$ cat config.mk
export PLATFORM = sky130hd
export DESIGN_NAME = cfl_front
export DESIGN_NICKNAME = d
export VERILOG_FILES = /design/src/hdl/cfl_time_step_reduction_assert.svh /design/src/hdl/cfl_pkg.sv /design/src/hdl/cfl_front.sv
export SDC_FILE = /design/constraint.sdc
export NUM_CORES = 1
export LEC_CHECK = 0
export ABC_AREA = 1
export BUFFER_PORTS_ARGS = -buffer_cell sky130_fd_sc_hd__buf_2
export CAP_MARGIN = 15
export CORE_AREA = 2 2 413 415
export DETAILED_ROUTE_END_ITERATION = 10
export DIE_AREA = 0 0 415 417
export PLACE_DENSITY_LB_ADDON = 0.05
export SKIP_LAST_GASP = 1
export SLEW_MARGIN = 20
export SYNTH_ARGS = -nofsm -noshare
export SYNTH_HDL_FRONTEND = slang
export SYNTH_SLANG_ARGS = --single-unit
$ cat constraint.sdc
create_clock -name clk -period 2.3 [get_ports clk]
set_input_delay 0.23 -clock clk [delete_from_list [all_inputs] [get_ports clk]]
set_output_delay 0.23 -clock clk [all_outputs]
set_load 0.01 [all_outputs]
$ cat src/hdl/cfl_time_step_reduction_assert.svh
// ----------------------------------------------------------------------------
// CFL time step reduction assertion macros
// Shared property forms for the block's concurrent checks.
// ----------------------------------------------------------------------------
`ifndef CFL_TIME_STEP_REDUCTION_ASSERT_SVH
`define CFL_TIME_STEP_REDUCTION_ASSERT_SVH

// same-cycle implication
`define CFL_ASSERT_IMP(label, clk, rst, ante, cons) \
  label: assert property (@(posedge clk) disable iff (rst) (ante) |-> (cons)) \
    else $error("cfl check failed");

// next-cycle implication
`define CFL_ASSERT_NXT(label, clk, rst, ante, cons) \
  label: assert property (@(posedge clk) disable iff (rst) (ante) |=> (cons)) \
    else $error("cfl check failed");

`endif

$ cat src/hdl/cfl_pkg.sv
// ----------------------------------------------------------------------------
// CFL time step reduction package
// Shared constants, register indexes, item classes and word types.
// ----------------------------------------------------------------------------
`default_nettype none

package cfl_pkg;

  localparam int DIMENSIONS = 3;
  localparam int DIM_W = (DIMENSIONS > 1) ? $clog2(DIMENSIONS) : 1;

  localparam logic [2:0] REG_FIXED_MODE = 3'd0;
  localparam logic [2:0] REG_FIXED_STEP = 3'd1;
  localparam logic [2:0] REG_CFL_FACTOR = 3'd2;
  localparam logic [2:0] REG_STEP_MAX   = 3'd3;
  localparam logic [2:0] REG_STEP_MIN   = 3'd4;
  localparam logic [2:0] REG_CELL_X     = 3'd5;
  localparam logic [2:0] REG_CELL_Y     = 3'd6;
  localparam logic [2:0] REG_CELL_Z     = 3'd7;

  localparam logic [1:0] KIND_SOLID = 2'd0;
  localparam logic [1:0] KIND_FLUID = 2'd1;

  localparam logic [1:0] CLS_SKIP  = 2'd0;
  localparam logic [1:0] CLS_SOLID = 2'd1;
  localparam logic [1:0] CLS_FLUID = 2'd2;
  localparam logic [1:0] CLS_NONE  = 2'd3;

  typedef struct packed {
    logic             fixed_mode;
    logic [63:0]      fixed_step;
    logic [48:0]      cfl_factor;
    logic [63:0]      step_max;
    logic [63:0]      step_min;
    logic [2:0][47:0] dx;
  } cfg_t;

  typedef struct packed {
    logic [1:0]       cls;
    logic [47:0]      e;
    logic [14:0]      nu;
    logic [47:0]      k;
    logic [39:0]      rho;
    logic [2:0][47:0] vel;
    logic             last;
  } word_t;

endpackage

`default_nettype wire

$ cat src/hdl/cfl_front.sv
// ----------------------------------------------------------------------------
// CFL front end
// Holds the configuration registers, accepts particles and tags each with
// its work class before it enters the queue.
// ----------------------------------------------------------------------------
`default_nettype none

module cfl_front import cfl_pkg::*; (
  input  wire logic        clk,
  input  wire logic        rst,
  input  wire logic        cfg_valid,
  output logic             cfg_ready,
  input  wire logic [2:0]  cfg_index,
  input  wire logic [63:0] cfg_data,
  input  wire logic        item_valid,
  output logic             item_stall,
  input  wire logic        is_material,
  input  wire logic [1:0]  model_kind,
  input  wire logic [47:0] youngs_modulus,
  input  wire logic [14:0] poisson_ratio,
  input  wire logic [47:0] fluid_modulus,
  input  wire logic [39:0] mass_density,
  input  wire logic signed [47:0] vel_x,
  input  wire logic signed [47:0] vel_y,
  input  wire logic signed [47:0] vel_z,
  input  wire logic        last_particle,
  input  wire logic        q_full,
  output logic             q_push,
  output word_t            q_wdata,
  output cfg_t             cfg
);

  assign cfg_ready  = 1'b1;
  assign item_stall = q_full;
  assign q_push     = item_valid && !q_full;

  always_ff @(posedge clk) begin
    if (rst) begin
      cfg.fixed_mode <= 1'b0;
      cfg.fixed_step <= '0;
      cfg.cfl_factor <= 49'h0800000000000;
      cfg.step_max   <= '1;
      cfg.step_min   <= '0;
      cfg.dx[0]      <= 48'h000001000000;
      cfg.dx[1]      <= 48'h000001000000;
      cfg.dx[2]      <= 48'h000001000000;
    end else if (cfg_valid && cfg_ready) begin
      case (cfg_index)
        REG_FIXED_MODE: cfg.fixed_mode <= cfg_data[0];
        REG_FIXED_STEP: cfg.fixed_step <= cfg_data;
        REG_CFL_FACTOR: cfg.cfl_factor <= cfg_data[48:0];
        REG_STEP_MAX:   cfg.step_max   <= cfg_data;
        REG_STEP_MIN:   cfg.step_min   <= cfg_data;
        REG_CELL_X:     cfg.dx[0]      <= cfg_data[47:0];
        REG_CELL_Y:     cfg.dx[1]      <= cfg_data[47:0];
        REG_CELL_Z:     cfg.dx[2]      <= cfg_data[47:0];
        default: ;
      endcase
    end
  end

  always_comb begin
    q_wdata.e    = youngs_modulus;
    q_wdata.nu   = poisson_ratio;
    q_wdata.k    = fluid_modulus;
    q_wdata.rho  = mass_density;
    q_wdata.vel[0] = vel_x;
    q_wdata.vel[1] = vel_y;
    q_wdata.vel[2] = vel_z;
    q_wdata.last = last_particle;
    if (!is_material) begin
      q_wdata.cls = CLS_SKIP;
    end else begin
      case (model_kind)
        KIND_SOLID: q_wdata.cls = CLS_SOLID;
        KIND_FLUID: q_wdata.cls = CLS_FLUID;
        default:    q_wdata.cls = CLS_NONE;
      endcase
    end
  end

endmodule

`default_nettype wire

-- Yosys cells after proc, flatten, opt, wreduce, memory -nomap -nowiden
Index checks and enable logic that the tools add are counted.
- equal/unequal tests: 8
- mux-type cells: 2
- reduce and logical (&&, ||, !) cells: 12
- operator list (cell ; number):
    $reduce_and A2 Y1 ; 8
    $eq A3 B3 Y1 const B ; 4
    $eq A3 B2 Y1 const B ; 2
    $pmux W2 S2 ; 1
    $eq A3 B1 Y1 const B ; 1
    $logic_not A3 Y1 ; 1
    $eq A2 B1 Y1 const B ; 1
    $logic_not A2 Y1 ; 1
    $mux W2 ; 1
    $logic_and A1 B1 Y1 ; 1
    $logic_not A1 Y1 ; 1
- flip-flop bits (word level): 386
- bits of input ports: 371
- output and inout bits: 687

-- Depth between registers and ports, before layout
- depth in word-level cells: 3
- mapped depth: 8
- depth with buffers taken out: 5

-- Least setup slack after synthesis
OpenSTA, ideal clock, no wires.
- path type: input to register
- start: input port cfg_index[0]
- end: register cfg[131] in the netlist's numbering
- arrival time: 1107 ps
- required time: 2187 ps
- setup slack: 1080 ps
- stages: 8
- path buffers: 3
- cell sequence: buf_2 -> nand2_1 -> nor2_2 -> buf_4 -> buf_2 -> nand2_1 -> nand2_1 -> nor2_1
- cells in the longest elaborated chain, start to end: 2
- ends and longest elaborated chain (what ; RTL line ; text):
    start, declared ; cfl_front.sv:13 ; input wire logic [2:0] cfg_index,
    $eq A3 B3 Y1 ; cfl_front.sv:48 ; case (cfg_index)
    $reduce_and A2 Y1 (no source line) ; n/a ;
    end, declared ; cfl_front.sv:30 ; output cfg_t cfg
No other way between the ends.
A chain may end at the register's enable or synchronous reset.

-- Worst setup path in the final report
- start: input port cfg_index[0]
- end: register cfg[260] in the netlist's numbering
- cells in the longest elaborated chain, start to end: 2
- ends and longest elaborated chain (what ; RTL line):
    $eq A3 B2 Y1 ; cfl_front.sv:48
    $reduce_and A2 Y1 (no source line) ; n/a
No other way between the ends.

==> metrics.csv <==
metric,value,unit
vias per cell,3.17,
Final TNS setup,0,ns
CP Capture Point,cfg[260]$_SDFFE_PP1P_,
num ports,1058,
total power after layout,0.0183,W
Placer Congestion,0.678,
Slew Limit Headroom,0.306,
clk slew on worst S/H paths,0.06,ns
core region area,169000,um2
DIE HEIGHT,417,um
count of cell types in the netlist,17,
crit path from,cfg_index[0],
"Gates resized, CTS repair",0,
leakage power total,10.0,nW
final wirelength,94800,um
1st-pass router iterations,7,
Placed Instances,4687,
crit path DAT,2.12,ns
Tcrit/Tclk final,0.667,
register area,7730,um2
WL/cell,19.5,um
Biggest register,cfg,
cts bufs inserted,60,
critical path class,input pin to flip-flop,
P per Cell Area,814,nW/um2
Longest Clk Path Bufs,3,
first-pass GRT wire length,131000,um
reg2reg end,cfg[260]$_SDFFE_PP1P_,
row count,151,
multi-input gate area in the final layout,6150,um2
Yosys warning total,0,
DRC,0,
RSZ-0062 raised after global routing,no,
"antenna viol nets, final",0,
outcome,finished clean,
Initial Utilization,0.101,
detailed placement HPWL,66700,um
max-capacitance violation count,0,
Final Hold Vio Count,0,
startpoint class of the critical path,input pin,
GRT Overall Usage,0.106,
sequential fraction of the synthesis area,0.455,
H-tree depth,2,
Final Max Tran Viols,0,
max reg flops,386,
root buf cell,clkbuf_16,
chip width,415,um
Final Util,0.134,
Worst-Skew Late Latency,0.63,ns
Area Growth Syn to Fin,32.8,%
crit path max fanout,64,
Vias,15439,
CP required,2.89,ns
r2r setup slk,1.18,ns
R2R cell count,3,
vias in the first global route,15648,
final std cells w/o fill,4865,
Fillers,19533,
largest net degree at the start of global routing,72,
Largest regs,cfg x386,
Starting DRT DRC Count,811,
HP Start,cfg_index[1],
worst hold path class,input pin to flip-flop,
Syn Inst Count,2407,
Sink Count,386,
Max VDD drop,501,uV
antenna violations before repair,6,
Die Area,173000,um2
worst r2r src,cfg[260]$_SDFFE_PP1P_,
Congestion Overflow GR,0,
Clock Skew,0,ns
Final min period,1.53,ns
Syn Nets,2778,
nets@finish,2968,
"Avg Cell Area, Syn",7.05,um2
Worst setup EP type,flip-flop,
worst slew pin tran,1.04,ns
maximum clock rate,651,MHz
Yosys reg bits,386,
final setup fails,0,
I/O Buffers,464,
share of cells above drive strength 1,0.235,
TritonCTS clock tree,done,
synthesized area,17000,um2
-- worst min-delay path by stage --
stage	slack, ns	cells past startpoint	endpoint
2_1_floorplan	0.34	2	cfg[319]$_SDFFE_PP1P_
3_3_place_gp	0.44	2	cfg[246]$_SDFFE_PP1P_
3_5_place_dp	0.44	2	cfg[234]$_SDFFE_PP1P_
4_1_cts	0.08	4	cfg[72]$_SDFFE_PP1P_
5_1_grt	0.14	4	cfg[120]$_SDFFE_PP1P_
6_report	0.16	4	cfg[72]$_SDFFE_PP1P_
-- cell usage after synthesis --
library cell    n  area share
nor2_1        642        0.14
o21ai_0         3     0.00088
conb_1          1     0.00022
buf_4         299        0.13
a21oi_1         2     0.00059
buf_1           5      0.0011
dfxtp_1       386        0.46
nor2_2          6      0.0022
nor2_4          1     0.00066
inv_1          69       0.015
nand4_1         1     0.00037
nand2_1       504        0.11
nand3_1       339        0.10
nand2_2         1     0.00037
buf_2          69       0.020
clkbuf_1       75       0.017
inv_2           4     0.00088
-- per-stage QoR --
step	cell area, um2	setup slack, ns	hold slack, ns
6_report	22500	0.765	0.160
5_1_grt	22500	0.663	0.139
4_1_cts	22500	0.640	0.0848
3_5_place_dp	19900	0.528	0.442
3_3_place_gp	19900	0.527	0.437
2_1_floorplan	17000	1.08	0.343
-- worst max-delay path, stage by stage --
cell and delay, ns:
buf_2 0.16, nand4_1 0.10, buf_4 0.69, nand2_1 0.12, nand3_1 0.10, dlygate4sd3_1 0.54
-- logic make-up after synthesis --
family,share of synthesized area
compound gates,0.00147
buf+inv,0.186
flops,0.455
other cells,0.000221
simple gates,0.357
-- report_power, final --
part           switching [W]  total (W)  internal [W]  leakage (nW)
registers           0.000134    0.00706       0.00693          3.14
clock network        0.00382    0.00941       0.00559         0.976
logic                0.00126    0.00188      0.000616          5.91
total                0.00521     0.0183        0.0131          10.0
-- cell usage in the layout (no fill, tap or decap), types with 11 or more instances in the layout --
| cell | n |
|---|---|
| buf_12 | 23 |
| buf_2 | 464 |
| buf_4 | 23 |
| clkbuf_1 | 15 |
| clkbuf_16 | 62 |
| clkbuf_8 | 18 |
| dfxtp_1 | 386 |
| dlygate4sd3_1 | 66 |
| inv_1 | 69 |
| nand2_1 | 504 |
| nand3_1 | 339 |
| nor2_1 | 638 |
| nor2_4 | 11 |
-- cell type report --
cell class / instances / share of cell area
Multi-Input combinational cell: 1500 / 0.273
Tap cell: 2218 / 0.123
Timing Repair Buffer: 576 / 0.160
Clock buffer: 95 / 0.0823
Inverter: 73 / 0.0127
Clock inverter: 16 / 0.00583
Antenna cell: 1 / 0.000111
Sequential cell: 386 / 0.343
-- per-layer routing --
layer  global-route usage  share of wire  vias up  routed length [um]
li1                     -              -     7520                   -
met1                0.117           0.39     7228               37000
met2                0.200           0.53      495               50200
met3               0.0228          0.050      196                4700
met4               0.0362          0.030        0                2880
met5                    0              0        -                   0
-- what timing repair did --
action	CTS	global route
hold endpoints to repair	138	0
hold buffers	66	0
buffers inserted	0	0
Note: power is estimated with default switching activity, not from simulation.
